<file path="src/rtl/mrr_pkg.sv">
`timescale 1ns / 1ps

package mrr_pkg;

    // Generator constants: modulus 2^31-1 and the minimal standard multiplier.
    localparam logic [30:0] MODULUS    = 31'h7FFF_FFFF;
    localparam logic [15:0] MULTIPLIER = 16'd48271;
    localparam logic [30:0] SEED_RESET = 31'd1;

    // Depth of the request queue between front and back.
    localparam int QUEUE_DEPTH = 2;

    // One remainder bit per step, one step per dividend bit.
    localparam int DIV_STEPS = 31;

    typedef struct packed {
        logic signed [31:0] range_from;
        logic signed [31:0] range_to;
    } mrr_req_t;

    typedef struct packed {
        logic        [30:0] raw_value;
        logic signed [31:0] ranged_value;
    } mrr_rsp_t;

    // A request as held in the queue: the lower bound and the exact span.
    typedef struct packed {
        logic signed [31:0] range_from;
        logic signed [32:0] span;
    } mrr_job_t;

endpackage

</file>
<file path="src/rtl/mrr_front.sv">
`timescale 1ns / 1ps

module mrr_front (
    input  logic              s_valid,
    output logic              s_ready,
    input  mrr_pkg::mrr_req_t s_data,
    output logic              job_valid,
    input  logic              job_ready,
    output mrr_pkg::mrr_job_t job_data
);

    logic signed [32:0] from_ext;
    logic signed [32:0] to_ext;

    // The span is taken at 33 bits so that it is exact for every pair of bounds.
    assign from_ext = {s_data.range_from[31], s_data.range_from};
    assign to_ext   = {s_data.range_to[31], s_data.range_to};

    assign job_valid           = s_valid;
    assign s_ready             = job_ready;
    assign job_data.range_from = s_data.range_from;
    assign job_data.span       = to_ext - from_ext;

endmodule

</file>
<file path="src/rtl/mrr_queue.sv">
`timescale 1ns / 1ps

module mrr_queue #(
    parameter int DEPTH = mrr_pkg::QUEUE_DEPTH
) (
    input  logic              aclk,
    input  logic              aresetn,
    input  logic              in_valid,
    output logic              in_ready,
    input  mrr_pkg::mrr_job_t in_data,
    output logic              out_valid,
    input  logic              out_ready,
    output mrr_pkg::mrr_job_t out_data
);

    localparam int PTR_W = (DEPTH > 1) ? $clog2(DEPTH) : 1;
    localparam int CNT_W = $clog2(DEPTH + 1);

    mrr_pkg::mrr_job_t entries_reg [DEPTH];
    logic [PTR_W-1:0]  wr_ptr_reg, wr_ptr_next;
    logic [PTR_W-1:0]  rd_ptr_reg, rd_ptr_next;
    logic [CNT_W-1:0]  count_reg, count_next;
    logic              push, pop;

    assign in_ready  = (count_reg != CNT_W'(DEPTH));
    assign out_valid = (count_reg != '0);
    assign out_data  = entries_reg[rd_ptr_reg];
    assign push      = in_valid && in_ready;
    assign pop       = out_valid && out_ready;

    always_comb begin
        wr_ptr_next = wr_ptr_reg;
        rd_ptr_next = rd_ptr_reg;
        count_next  = count_reg;
        if (push) begin
            wr_ptr_next = (wr_ptr_reg == PTR_W'(DEPTH - 1)) ? '0 : wr_ptr_reg + 1'b1;
        end
        if (pop) begin
            rd_ptr_next = (rd_ptr_reg == PTR_W'(DEPTH - 1)) ? '0 : rd_ptr_reg + 1'b1;
        end
        if (push && !pop) begin
            count_next = count_reg + 1'b1;
        end else if (pop && !push) begin
            count_next = count_reg - 1'b1;
        end
    end

    always_ff @(posedge aclk) begin
        if (!aresetn) begin
            wr_ptr_reg <= '0;
            rd_ptr_reg <= '0;
            count_reg  <= '0;
        end else begin
            wr_ptr_reg <= wr_ptr_next;
            rd_ptr_reg <= rd_ptr_next;
            count_reg  <= count_next;
        end
    end

    always_ff @(posedge aclk) begin
        if (push) begin
            entries_reg[wr_ptr_reg] <= in_data;
        end
    end

endmodule

</file>
<file path="src/rtl/mrr_back.sv">
`timescale 1ns / 1ps

module mrr_back (
    input  logic              aclk,
    input  logic              aresetn,
    input  logic              job_valid,
    output logic              job_ready,
    input  mrr_pkg::mrr_job_t job_data,
    input  logic              cfg_valid,
    output logic              cfg_ready,
    input  logic [30:0]       cfg_data,
    output logic              m_valid,
    input  logic              m_ready,
    output mrr_pkg::mrr_rsp_t m_data
);

    localparam int CNT_W = $clog2(mrr_pkg::DIV_STEPS);

    typedef enum logic [2:0] {
        ST_IDLE,
        ST_RED,
        ST_DIV,
        ST_FIN
    } state_t;

    state_t             state_reg, state_next;
    logic [30:0]        seed_reg, seed_next;
    logic [30:0]        gen_reg, gen_next;
    logic [46:0]        prod_reg, prod_next;
    logic [32:0]        size_reg, size_next;
    logic signed [31:0] from_reg, from_next;
    logic [30:0]        raw_reg, raw_next;
    logic [30:0]        dvd_reg, dvd_next;
    logic [32:0]        rem_reg, rem_next;
    logic [CNT_W-1:0]   cnt_reg, cnt_next;
    logic               out_valid_reg, out_valid_next;
    mrr_pkg::mrr_rsp_t  out_reg, out_next;

    logic [30:0] cur_state;
    logic [31:0] fold_sum;
    logic [31:0] fold_red;
    logic [30:0] new_state;
    logic [33:0] trial;
    logic [33:0] size_ext;

    assign job_ready = (state_reg == ST_IDLE);
    assign cfg_ready = 1'b1;
    assign m_valid   = out_valid_reg;
    assign m_data    = out_reg;

    // A zero state is refilled from the seed before it is stepped.
    assign cur_state = (gen_reg == '0) ? seed_reg : gen_reg;

    // 2^31 = 1 modulo 2^31-1, so the high part of the product folds onto the low part.
    // A result congruent to zero is given as the modulus itself.
    assign fold_sum  = {1'b0, prod_reg[30:0]} + {16'd0, prod_reg[46:31]};
    assign fold_red  = (fold_sum >= {1'b0, mrr_pkg::MODULUS})
                     ? fold_sum - {1'b0, mrr_pkg::MODULUS} : fold_sum;
    assign new_state = (fold_red == '0) ? mrr_pkg::MODULUS : fold_red[30:0];

    // Restoring remainder step: bring in the next dividend bit, subtract if it fits.
    assign trial    = {rem_reg, dvd_reg[30]};
    assign size_ext = {1'b0, size_reg};

    always_comb begin
        state_next     = state_reg;
        seed_next      = seed_reg;
        gen_next       = gen_reg;
        prod_next      = prod_reg;
        size_next      = size_reg;
        from_next      = from_reg;
        raw_next       = raw_reg;
        dvd_next       = dvd_reg;
        rem_next       = rem_reg;
        cnt_next       = cnt_reg;
        out_valid_next = out_valid_reg;
        out_next       = out_reg;

        if (out_valid_reg && m_ready) begin
            out_valid_next = 1'b0;
        end

        case (state_reg)
            ST_IDLE: begin
                if (job_valid) begin
                    from_next  = job_data.range_from;
                    // Size is the absolute span plus one; it never comes out as zero.
                    size_next  = job_data.span[32] ? (~job_data.span) + 33'd2
                                                   : job_data.span + 33'd1;
                    prod_next  = {16'd0, cur_state} * {31'd0, mrr_pkg::MULTIPLIER};
                    state_next = ST_RED;
                end
            end
            ST_RED: begin
                gen_next   = new_state;
                raw_next   = new_state;
                dvd_next   = new_state;
                rem_next   = '0;
                cnt_next   = '0;
                state_next = ST_DIV;
            end
            ST_DIV: begin
                if (trial >= size_ext) begin
                    rem_next = 33'(trial - size_ext);
                end else begin
                    rem_next = trial[32:0];
                end
                dvd_next = {dvd_reg[29:0], 1'b0};
                cnt_next = cnt_reg + 1'b1;
                if (cnt_reg == CNT_W'(mrr_pkg::DIV_STEPS - 1)) begin
                    state_next = ST_FIN;
                end
            end
            ST_FIN: begin
                if (!out_valid_reg || m_ready) begin
                    out_next.raw_value    = raw_reg;
                    out_next.ranged_value = from_reg + signed'(rem_reg[31:0]);
                    out_valid_next        = 1'b1;
                    state_next            = ST_IDLE;
                end
            end
            default: begin
                state_next = ST_IDLE;
            end
        endcase

        // A seed write reloads the generator at once.
        if (cfg_valid) begin
            seed_next = cfg_data;
            gen_next  = cfg_data;
        end
    end

    always_ff @(posedge aclk) begin
        if (!aresetn) begin
            state_reg     <= ST_IDLE;
            seed_reg      <= mrr_pkg::SEED_RESET;
            gen_reg       <= mrr_pkg::SEED_RESET;
            out_valid_reg <= 1'b0;
        end else begin
            state_reg     <= state_next;
            seed_reg      <= seed_next;
            gen_reg       <= gen_next;
            out_valid_reg <= out_valid_next;
        end
        prod_reg <= prod_next;
        size_reg <= size_next;
        from_reg <= from_next;
        raw_reg  <= raw_next;
        dvd_reg  <= dvd_next;
        rem_reg  <= rem_next;
        cnt_reg  <= cnt_next;
        out_reg  <= out_next;
    end

`ifndef SYNTHESIS
    // The partial remainder always stays below the divisor.
    a_rem_below_size: assert property (@(posedge aclk) disable iff (!aresetn)
        (state_reg == ST_DIV) |-> (rem_reg < size_reg))
        else $error("partial remainder reached the divisor");

    // A freshly stepped generator value is never zero.
    a_raw_nonzero: assert property (@(posedge aclk) disable iff (!aresetn)
        (state_reg == ST_RED) |=> (raw_reg != '0))
        else $error("generator stepped to zero");

    // The finished remainder never exceeds the raw value it was taken from.
    a_rem_le_raw: assert property (@(posedge aclk) disable iff (!aresetn)
        (state_reg == ST_FIN) |-> (rem_reg <= {2'b00, raw_reg}))
        else $error("remainder exceeds raw value");

    // A word left waiting on the result port is not overwritten.
    a_out_hold: assert property (@(posedge aclk) disable iff (!aresetn)
        (out_valid_reg && !m_ready) |=> (out_valid_reg && $stable(out_reg)))
        else $error("pending result word changed");
`endif

endmodule

</file>
<file path="src/rtl/minstd_ranged_random_top.sv">
`timescale 1ns / 1ps

// Ranged minimal standard random number generator (multiplier 48271, modulus 2^31-1).
// Input channel s_*: each word carries a lower and an inclusive upper bound.
// Result channel m_*: each word carries the new 31-bit generator value and
// range_from plus that value modulo (|range_to - range_from| + 1), wrapped to 32 bits.
// Configuration channel cfg_*: a write stores the seed and reloads the generator
// at once; it is always ready and should only be used while no request is in flight.
// The back end takes one request at a time: it reads the queue and multiplies,
// folds the product, runs the bit-serial remainder unit one dividend bit per step
// and loads the output register, and only then takes the next request from the
// queue.
// A two-word queue sits between the front end and the back end, so requests are
// accepted while an earlier one is still being worked on.
// When the receiver stalls, the finished word waits in the output register and the
// back end holds its next result until that register is free; the queue then fills
// and s_ready falls.
// Reset (aresetn, synchronous, active low) empties the queue and the output
// register and loads seed and generator with 1.
module minstd_ranged_random_top #(
    parameter int QUEUE_DEPTH = mrr_pkg::QUEUE_DEPTH
) (
    input  logic              aclk,
    input  logic              aresetn,
    input  logic              s_valid,
    output logic              s_ready,
    input  mrr_pkg::mrr_req_t s_data,
    output logic              m_valid,
    input  logic              m_ready,
    output mrr_pkg::mrr_rsp_t m_data,
    input  logic              cfg_valid,
    output logic              cfg_ready,
    input  logic [30:0]       cfg_data
);

    logic              push_valid, push_ready;
    mrr_pkg::mrr_job_t push_data;
    logic              pop_valid, pop_ready;
    mrr_pkg::mrr_job_t pop_data;

    // The front end works out the exact span of the bounds as the word arrives.
    mrr_front u_front (
        .s_valid   (s_valid),
        .s_ready   (s_ready),
        .s_data    (s_data),
        .job_valid (push_valid),
        .job_ready (push_ready),
        .job_data  (push_data)
    );

    mrr_queue #(
        .DEPTH (QUEUE_DEPTH)
    ) u_queue (
        .aclk      (aclk),
        .aresetn   (aresetn),
        .in_valid  (push_valid),
        .in_ready  (push_ready),
        .in_data   (push_data),
        .out_valid (pop_valid),
        .out_ready (pop_ready),
        .out_data  (pop_data)
    );

    // The back end steps the generator and reduces it into the requested range.
    mrr_back u_back (
        .aclk      (aclk),
        .aresetn   (aresetn),
        .job_valid (pop_valid),
        .job_ready (pop_ready),
        .job_data  (pop_data),
        .cfg_valid (cfg_valid),
        .cfg_ready (cfg_ready),
        .cfg_data  (cfg_data),
        .m_valid   (m_valid),
        .m_ready   (m_ready),
        .m_data    (m_data)
    );

endmodule

</file>
<file path="config.mk">
export PLATFORM = sky130hd
export DESIGN_NAME = minstd_ranged_random_top
export DESIGN_NICKNAME = d
export VERILOG_FILES = /design/src/rtl/mrr_pkg.sv /design/src/rtl/mrr_front.sv /design/src/rtl/mrr_queue.sv /design/src/rtl/mrr_back.sv /design/src/rtl/minstd_ranged_random_top.sv
export SDC_FILE = /design/constraint.sdc
export NUM_CORES = 1
export LEC_CHECK = 0
export CAP_MARGIN = 25
export CORE_UTILIZATION = 45
export DETAILED_ROUTE_END_ITERATION = 8
export DONT_BUFFER_PORTS = 1
export PLACE_DENSITY = 0.65
export SYNTH_ARGS = -nofsm -noshare
export SYNTH_HDL_FRONTEND = slang
export SYNTH_SLANG_ARGS = --single-unit
</file>
<file path="constraint.sdc">
create_clock -name aclk -period 9.65 [get_ports aclk]
set_clock_uncertainty 0.1 [all_clocks]
set_input_delay 1.4475 -clock aclk [delete_from_list [all_inputs] [get_ports aclk]]
set_output_delay 1.4475 -clock aclk [all_outputs]
set_load 0.005 [all_outputs]
</file>
==> results of run 1 <==
-- cell families after synthesis --
family          synth area share [%]
fa+ha+maj                      21.95
flops                          39.59
buf+inv                        4.993
mux                            3.020
compound gates                 13.71
simple gates                   11.30
xor+xnor                       5.420
other cells                  0.01095
-- stage by stage --
| stage | cells | util [%] |
|---|---|---|
| after CTS | 4224 | 49.54 |
| after global placement | 4124 | 47.06 |
| after floorplan | 3227 | - |
| after global routing | 4225 | 49.58 |
| after detailed placement | 4125 | 47.08 |
| final | 4225 | 49.58 |
-- layer usage --
| layer | GRT usage [%] | up-vias | part of all wire, % |
|---|---|---|---|
| li1 | - | 11460 | - |
| met1 | 33.34 | 11390 | 47 |
| met2 | 33.56 | 688 | 43 |
| met3 | 4.691 | 127 | 6.5 |
| met4 | 7.862 | 0 | 3.5 |
| met5 | 0 | - | 0 |
-- worst register-to-register path: stages (launching register included) --
cell and delay (ns):
dfxtp_1 0.34, nor4_1 0.34, nand4_1 0.24, nor2_2 0.41, buf_4 0.43, a21o_1 0.37, xor2_1 0.34, xnor2_1 0.23
inv_1 0.09, fa_1 0.48, fa_1 0.54, fa_1 0.52, fa_1 0.56, inv_1 0.06, fa_1 0.53, inv_1 0.04
ha_1 0.33, and4_1 0.25, nand3_1 0.09, a2111oi_0 0.60, o211a_1 0.32, a31o_2 0.18, nand4_1 0.14, a21boi_0 0.25
o21a_1 0.16, o21ai_0 0.09, a221oi_1 0.28
-- layout by cell type (no fill, tap or decap), types with 18 or more instances in the layout --
| cell | n |
|---|---|
| or3_1 | 18 |
| mux2_2 | 43 |
| a21o_1 | 102 |
| xnor2_1 | 140 |
| ha_1 | 320 |
| o21ai_1 | 32 |
| o21ai_0 | 87 |
| nor4_1 | 22 |
| o211ai_1 | 18 |
| nand2_1 | 198 |
| nor2b_1 | 68 |
| xor2_1 | 72 |
| a21oi_1 | 211 |
| dfxtp_1 | 69 |
| mux2i_1 | 55 |
| inv_1 | 359 |
| nor3_1 | 60 |
| nand4_1 | 28 |
| o21a_1 | 25 |
| and2_1 | 21 |
| clkbuf_16 | 53 |
| nand2b_1 | 27 |
| a211oi_1 | 29 |
| and3_1 | 24 |
| a22o_1 | 28 |
| nand3_1 | 55 |
| edfxtp_1 | 405 |
| nor2_1 | 205 |
| fa_1 | 170 |
-- final cells by class --
type	instances	area (um^2)
multi-input cells	2305	19030
inverters	361	1358
clock buffers	56	1338
fillers	6837	37790
clock inverters	43	510.5
flip-flops and latches	475	13570
repair buffers	16	147.6
well taps	969	1212
-- final timing paths --
| check | from | end | slack (ns) |
|---|---|---|---|
| min | u_back.raw_reg[9]$_DFFE_PP_ | u_back.m_data[41]$_DFFE_PP_ | 0.32 |
| min reg2reg | u_back.raw_reg[9]$_DFFE_PP_ | u_back.m_data[41]$_DFFE_PP_ | 0.32 |
| max reg2reg | u_back.gen_reg[14]$_SDFFE_PN0P_ | u_back.prod_reg[36]$_DFFE_PP_ | 1.11 |
| max | u_back.gen_reg[14]$_SDFFE_PN0P_ | u_back.prod_reg[36]$_DFFE_PP_ | 1.11 |
==> metrics, run 1 <==
max reg flops 130; layout cells sized above 1 6.542%; initial antenna violation count 1; Clock transition at path regs roughly 0.07 ns; peak fanout along the critical path 37; Hold Path Stages 0; Final Critical Period around 8.5 ns; crit path max-delay cell type a2111oi_0; Antenna Nets Post-Route 0; delay-heaviest family, CP adder cells; sum of buffers and inverters on the critical path 4; Max Cap Viol 0; final period utilization 88.51%; maximum number of pins on one net before global-route repair 95; CTS HTree Levels 2; Post-synth EDFFs 405; Register-to-Register Path Depth 26; top cells by area, synth edfxtp_1 (35%), ha_1 (12%), fa_1 (9.9%), dfxtp_1 (4.1%), inv_1 (4.0%); die height 277.9 um; run status complete, no violations; post-CTS sizing 0; ys flop type edfxtp_1; Post-Syn Area 34260 um^2; DRC errors left 0; RSZ-0062 raised after global routing false; Synth-to-Final Area Change 8.462%; commonest cells in the netlist edfxtp_1 (405), inv_1 (361), ha_1 (321); FF+latch count, synth 475; Initial Util 45.71%; Final nets 3803; most used cell, CP fa_1; post-CTS setup buffer count 0; CTS sink count 475; Final Hold Viols 0; Synthesized Nets about 3800; CP arrival 8.89 ns; IO Pins 166; gr ovfl total 0; crit end category register; Overall Global Routing Usage a little under a quarter; Inserted Clock Buffers 53; yosys warns 0; Worst EP required ~10 ns; setup tns final 0 ns; Via density 5.599; FMAX 117.1 MHz; Max-slew headroom 29.95%; final setup margin 1.109 ns; Skew-Pair Late Insertion Delay 0.65 ns; vias in the first global route 22970; Setup CP Type register to register; sequential share of the synthesized area 39.59%; worst slew pin tran slightly above 1 ns; TritonRoute pass-1 iters 5; first-pass GRT wire length 135500 um; largest area contributor in the netlist edfxtp_1; Crit path largest cell delay 0.60 ns; post-synthesis cell count 3227; CTS Hold Bufs 0; final setup fails 0; asr flop ratio synth 0%; post-DP HPWL 69800 um; routability cong. between 0.9 and 1; most frequent cell after synthesis edfxtp_1; Root Driver clkbuf_16; Placement Cell Area 35280 um^2; n_diodes 0; Syn Area/Cell 10.62 um^2; pre-CTS setup slack 1.118 ns; hold slack 0.3176 ns; routed vias 23660; WL final roughly 88000 um; Max Transition Viols Final 0; Max clock buf depth 3; CP Launch Type register; Hold Crit Class register to register; library cells used by synthesis 90; post-synth top area share 35.50%; Starting DRT DRC Count 1891; full die area 77240 um^2; CORE AREA 74950 um^2; design area roughly 37000 um^2; WP depth 26; site row count 100; # port buffers 0; Die W 277.9 um; Avg WL per Cell roughly 21 um; CTS tree yes
Power of run 1 is left out: the tool's default activity adds up to more than one toggle a clock period on the data nets, which glitch-free logic cannot reach.
==> run 2, diff against run 1 <==
--- a/config.mk
+++ b/config.mk
@@ -7,6 +7,7 @@
 export LEC_CHECK = 0
 export CAP_MARGIN = 25
 export CORE_UTILIZATION = 45
+export CTS_BUF_LIST = sky130_fd_sc_hd__clkbuf_16
 export DETAILED_ROUTE_END_ITERATION = 8
 export DONT_BUFFER_PORTS = 1
 export PLACE_DENSITY = 0.65
==> metrics, run 2 (same netlist as run 1, synthesis figures left out) <==
run status complete, no violations (unchanged); Max Transition Viols Final 0 (unchanged); initial antenna violation count 1 (unchanged); Avg WL per Cell 20.87 um (was 20.86 um); Inserted Clock Buffers 53 (unchanged); CP Launch Type register (unchanged); gr ovfl total 0 (unchanged); CP Capture Point u_back.prod_reg[36]$_DFFE_PP_ (unchanged); Root Driver clkbuf_16 (unchanged); crit end category register (unchanged); most common cell after layout, fill and taps aside edfxtp_1 (unchanged); final period utilization 88.52% (was 88.51%); maximum number of pins on one net before global-route repair 95 (unchanged); routed vias 23640 (was 23660); Setup CP Type register to register (unchanged); CORE AREA 74950 um^2 (unchanged); full die area 77240 um^2 (unchanged); Hold Crit Class register to register (unchanged); Overall Global Routing Usage 22.86% (unchanged); Max-slew headroom 29.96% (was 29.95%); Initial Util 45.71% (unchanged); Clock transition at path regs 0.07 ns (about the same); Final Critical Period 8.542 ns (was 8.541 ns); peak fanout along the critical path 37 (unchanged); Synth-to-Final Area Change 8.462% (unchanged); post-DP HPWL 69800 um (unchanged); worst slew pin tran 1.037 ns (about the same); TritonRoute pass-1 iters 7 (was 5); CTS HTree Levels 2 (unchanged); site row count 100 (unchanged); Max clock buf depth 3 (unchanged); CP arrival 8.89 ns (about the same); CTS tree yes (unchanged); Antenna Nets Post-Route 0 (unchanged); Critical R2R Launch u_back.gen_reg[14]$_SDFFE_PN0P_ (unchanged); DRC errors left 0 (unchanged); die height 277.9 um (unchanged); CTS Hold Bufs 0 (unchanged); final setup fails 0 (unchanged); hold slack 0.3176 ns (unchanged); crit path launch u_back.gen_reg[14]$_SDFFE_PN0P_ (unchanged); first-pass GRT wire length 135500 um (unchanged); Register-to-Register Path Depth 26 (unchanged); routability cong. 0.9421 (unchanged); post-CTS setup buffer count 0 (unchanged); FMAX 117.1 MHz (about the same); post-CTS sizing 0 (unchanged); # port buffers 0 (unchanged); Final nets 3803 (unchanged); Via density 5.596 (was 5.599); RSZ-0062 raised after global routing false (unchanged); Starting DRT DRC Count 1891 (unchanged); most frequent cells in the layout edfxtp_1 (405), inv_1 (362), ha_1 (320) (was edfxtp_1 (405), inv_1 (359), ha_1 (320)); Die W 277.9 um (unchanged); n_diodes 0 (unchanged); WL final 88160 um (was 88150 um); layout cells sized above 1 6.542% (unchanged); Worst EP required 10.00 ns (about the same); max reg flops 130 (unchanged); setup tns final 0 ns (unchanged); Critical R2R Capture u_back.prod_reg[36]$_DFFE_PP_ (unchanged); Final Hold Viols 0 (unchanged); vias in the first global route 22970 (unchanged); Max Cap Viol 0 (unchanged); Worst R2R Setup Slack 1.11 ns (about the same); IO Pins 166 (unchanged); CTS sink count 475 (unchanged); Skew-Pair Late Insertion Delay 0.65 ns (about the same)
run 2: changes by cell type in the layout (fill, tap and decap cells not counted):
cell	before	now
clkbuf_1	3	0
inv_1	359	362
run 2: critical path: stages (launching register included):
cell	delay (ns)
dfxtp_1	0.34
nor4_1	0.34
nand4_1	0.24
nor2_2	0.41
buf_4	0.43
a21o_1	0.37
xor2_1	0.33
xnor2_1	0.23
inv_1	0.09
fa_1	0.48
fa_1	0.54
fa_1	0.52
fa_1	0.56
inv_1	0.06
fa_1	0.53
inv_1	0.04
ha_1	0.33
and4_1	0.25
nand3_1	0.09
a2111oi_0	0.60
o211a_1	0.32
a31o_2	0.18
nand4_1	0.14
a21boi_0	0.25
o21a_1	0.16
o21ai_0	0.09
a221oi_1	0.28
run 2: layer usage:
layer  part of all wire, %  GRT usage, %  routed length [um]
met5                     0             0                   0
met4                   3.5         7.862                3108
met3                   6.6         4.691                5822
met2                    43         33.56               37480
met1                    47         33.34               41740
run 2: worst min path at each step:
stage / start / end / slack, ns / cells after the start
5_1_grt: u_back.raw_reg[23]$_DFFE_PP_ / u_back.m_data[55]$_DFFE_PP_ / 0.32 / 0
3_3_place_gp: u_back.raw_reg[13]$_DFFE_PP_ / u_back.m_data[45]$_DFFE_PP_ / 0.30 / 0
2_1_floorplan: u_back.raw_reg[0]$_DFFE_PP_ / u_back.m_data[32]$_DFFE_PP_ / 0.30 / 0
6_report: u_back.raw_reg[9]$_DFFE_PP_ / u_back.m_data[41]$_DFFE_PP_ / 0.32 / 0
3_5_place_dp: u_back.raw_reg[3]$_DFFE_PP_ / u_back.m_data[35]$_DFFE_PP_ / 0.30 / 0
4_1_cts: u_back.raw_reg[27]$_DFFE_PP_ / u_back.m_data[59]$_DFFE_PP_ / 0.32 / 0
run 2: layout make-up:
| type | count | area (um^2) |
|---|---|---|
| Multi-Input combinational cell | 2305 | 19030 |
| Fill cell | 6837 | 37790 |
| Inverter | 361 | 1358 |
| Clock inverter | 46 | 521.8 |
| Tap cell | 969 | 1212 |
| Sequential cell | 475 | 13570 |
| Timing Repair Buffer | 16 | 147.6 |
| Clock buffer | 53 | 1326 |
run 2: stage by stage:
step           setup slack [ns]  utilization, %  cell area (um^2)  instances
5_1_grt                  0.4755           49.58             37160       4225
6_report                  1.108           49.58             37160       4225
3_5_place_dp              1.118           47.08             35280       4125
2_1_floorplan             1.696               -             34260       3227
4_1_cts                   1.052           49.54             37130       4224
3_3_place_gp              1.208           47.06             35270       4124
Power of run 2 is left out for the same reason.
==> run 3, diff against run 2 <==
--- a/config.mk
+++ b/config.mk
@@ -10,7 +10,7 @@
 export CTS_BUF_LIST = sky130_fd_sc_hd__clkbuf_16
 export DETAILED_ROUTE_END_ITERATION = 8
 export DONT_BUFFER_PORTS = 1
-export PLACE_DENSITY = 0.65
+export PLACE_DENSITY_LB_ADDON = 0.2
 export SYNTH_ARGS = -nofsm -noshare
 export SYNTH_HDL_FRONTEND = slang
 export SYNTH_SLANG_ARGS = --single-unit
==> constraint.sdc (replaced) <==
create_clock -name aclk -period 11 [get_ports aclk]
set_clock_uncertainty 0.1 [all_clocks]
set_input_delay 1.65 -clock aclk [delete_from_list [all_inputs] [get_ports aclk]]
set_output_delay 1.65 -clock aclk [all_outputs]
set_load 0.005 [all_outputs]
==> metrics, run 3 (same netlist as run 1, synthesis figures left out) <==
run status complete, no violations (unchanged); CTS tree yes (unchanged); # port buffers 0 (unchanged); Crit path largest cell delay 0.56 ns (was 0.60 ns); worst slew pin tran 0.9941 ns (was 1.037 ns); crit path max-delay cell type fa_1 (was a2111oi_0); CTS Hold Bufs 0 (unchanged); full die area 77240 um^2 (unchanged); post-CTS sizing 0 (unchanged); Max-slew headroom 33.73% (was 29.96%); Antenna Nets Post-Route 0 (unchanged); CTS sink count 475 (unchanged); post-CTS setup buffer count 0 (unchanged); initial antenna violation count 0 (was 1); Inserted Clock Buffers 54 (was 53); most used cell, CP fa_1 (unchanged); Register-to-Register Path Depth 28 (was 26); gr ovfl total 0 (unchanged); site row count 100 (unchanged); CP Launch Type register (unchanged); routed vias 24130 (was 23640); Clock transition at path regs 0.06 ns (was 0.07 ns); Setup CP Type register to register (unchanged); Max Cap Viol 0 (unchanged); utilization after layout 49.46% (was 49.58%); IO Pins 166 (unchanged); non-filler cells, final 4227 (was 4225); first-pass GRT wire length 143300 um (was 135500 um); Overall Global Routing Usage 23.98% (was 22.86%); Critical R2R Capture u_back.prod_reg[45]$_DFFE_PP_ (was u_back.prod_reg[36]$_DFFE_PP_); Root Driver clkbuf_16 (unchanged); CTS HTree Levels 2 (unchanged); Max Transition Viols Final 0 (unchanged); Final Critical Period 9.055 ns (was 8.542 ns); layout cells sized above 1 6.294% (was 6.542%); Skew-Pair Late Insertion Delay 0.64 ns (was 0.65 ns); Final nets 3803 (unchanged); Initial Util 45.71% (unchanged); CP arrival 9.32 ns (was 8.89 ns); Starting DRT DRC Count 1698 (was 1891); final period utilization 82.32% (was 88.52%); die height 277.9 um (unchanged); crit end category register (unchanged); Die W 277.9 um (unchanged); most frequent cells in the layout edfxtp_1 (405), inv_1 (367), ha_1 (319) (was edfxtp_1 (405), inv_1 (362), ha_1 (320)); maximum number of pins on one net before global-route repair 72 (was 95); TritonRoute pass-1 iters 7 (unchanged); hold slack 0.3089 ns (was 0.3176 ns); Worst EP required 11.26 ns (was 10.00 ns); final setup fails 0 (unchanged); Synth-to-Final Area Change 8.210% (was 8.462%); WL final 92140 um (was 88160 um); Hold Path Stages 0 (unchanged); vias in the first global route 23940 (was 22970); Critical R2R Launch u_back.gen_reg[2]$_SDFFE_PN0P_ (was u_back.gen_reg[14]$_SDFFE_PN0P_); Hold Crit Class register to register (unchanged); DRC errors left 0 (unchanged); hold_sp u_back.raw_reg[4]$_DFFE_PP_ (was u_back.raw_reg[9]$_DFFE_PP_); setup tns final 0 ns (unchanged); peak fanout along the critical path 35 (was 37); post-DP HPWL 72910 um (was 69800 um); Cells after DPL 4123 (was 4125); CORE AREA 74950 um^2 (unchanged); WHS Endpoint u_back.m_data[36]$_DFFE_PP_ (was u_back.m_data[41]$_DFFE_PP_); FMAX 110.4 MHz (was 117.1 MHz); Final Hold Viols 0 (unchanged); routability cong. 0.9349 (was 0.9421); Via density 5.708 (was 5.596); Avg WL per Cell 21.80 um (was 20.87 um); Worst R2R Setup Slack 1.94 ns (was 1.11 ns); max reg flops 130 (unchanged); most common cell after layout, fill and taps aside edfxtp_1 (unchanged); Max clock buf depth 3 (unchanged); RSZ-0062 raised after global routing false (unchanged)
[run 3: how the worst max path moves through the flow]
| stage | startpoint | endpoint | cells after the start |
|---|---|---|---|
| 6_report | u_back.gen_reg[2]$_SDFFE_PN0P_ | u_back.prod_reg[45]$_DFFE_PP_ | 28 |
| 5_1_grt | u_back.gen_reg[30]$_SDFFE_PN0P_ | u_back.prod_reg[39]$_DFFE_PP_ | 28 |
| 4_1_cts | u_back.gen_reg[30]$_SDFFE_PN0P_ | u_back.prod_reg[45]$_DFFE_PP_ | 28 |
| 3_5_place_dp | u_back.gen_reg[30]$_SDFFE_PN0P_ | u_back.prod_reg[45]$_DFFE_PP_ | 28 |
| 3_3_place_gp | u_back.gen_reg[2]$_SDFFE_PN0P_ | u_back.prod_reg[45]$_DFFE_PP_ | 28 |
| 2_1_floorplan | u_back.gen_reg[7]$_SDFFE_PN0P_ | u_back.prod_reg[45]$_DFFE_PP_ | 31 |
[run 3: critical path: cells and delay by family, from the launching register on]
kind / cells / cell delay [ns]
buffers and inverters: 5 / 0.66
AO/OA/AOI/OAI: 10 / 2.56
XOR/XNOR: 2 / 0.26
AND/OR/NAND/NOR: 4 / 1.58
flip-flops: 1 / 0.33
adder cells (fa/ha/maj): 7 / 3.30
[run 3: cell type report]
| cell class | instances | area [um^2] |
|---|---|---|
| well taps | 969 | 1212 |
| diodes | 1 | 2.502 |
| clock buffers | 54 | 1351 |
| repair buffers | 15 | 137.6 |
| fillers | 6758 | 37880 |
| clock inverters | 47 | 415.4 |
| flip-flops and latches | 475 | 13570 |
| inverters | 361 | 1358 |
| multi-input cells | 2305 | 19030 |
[run 3: per-stage QoR]
step,cell area (um^2),worst slack [ns]
6_report,37070,1.945
5_1_grt,37070,1.427
4_1_cts,37040,2.039
3_5_place_dp,35270,2.078
3_3_place_gp,35260,2.130
2_1_floorplan,34260,3.046
[run 3: per-layer routing]
layer	vias to the layer above	share of wire [%]	routed length, um	track usage [%]
li1	11460	-	-	-
met1	11870	46	42360	33.64
met2	688	46	42790	38.96
met3	115	5.5	5060	3.723
met4	0	2.1	1927	5.383
met5	-	0	0	0
Power of run 3 is left out for the same reason.
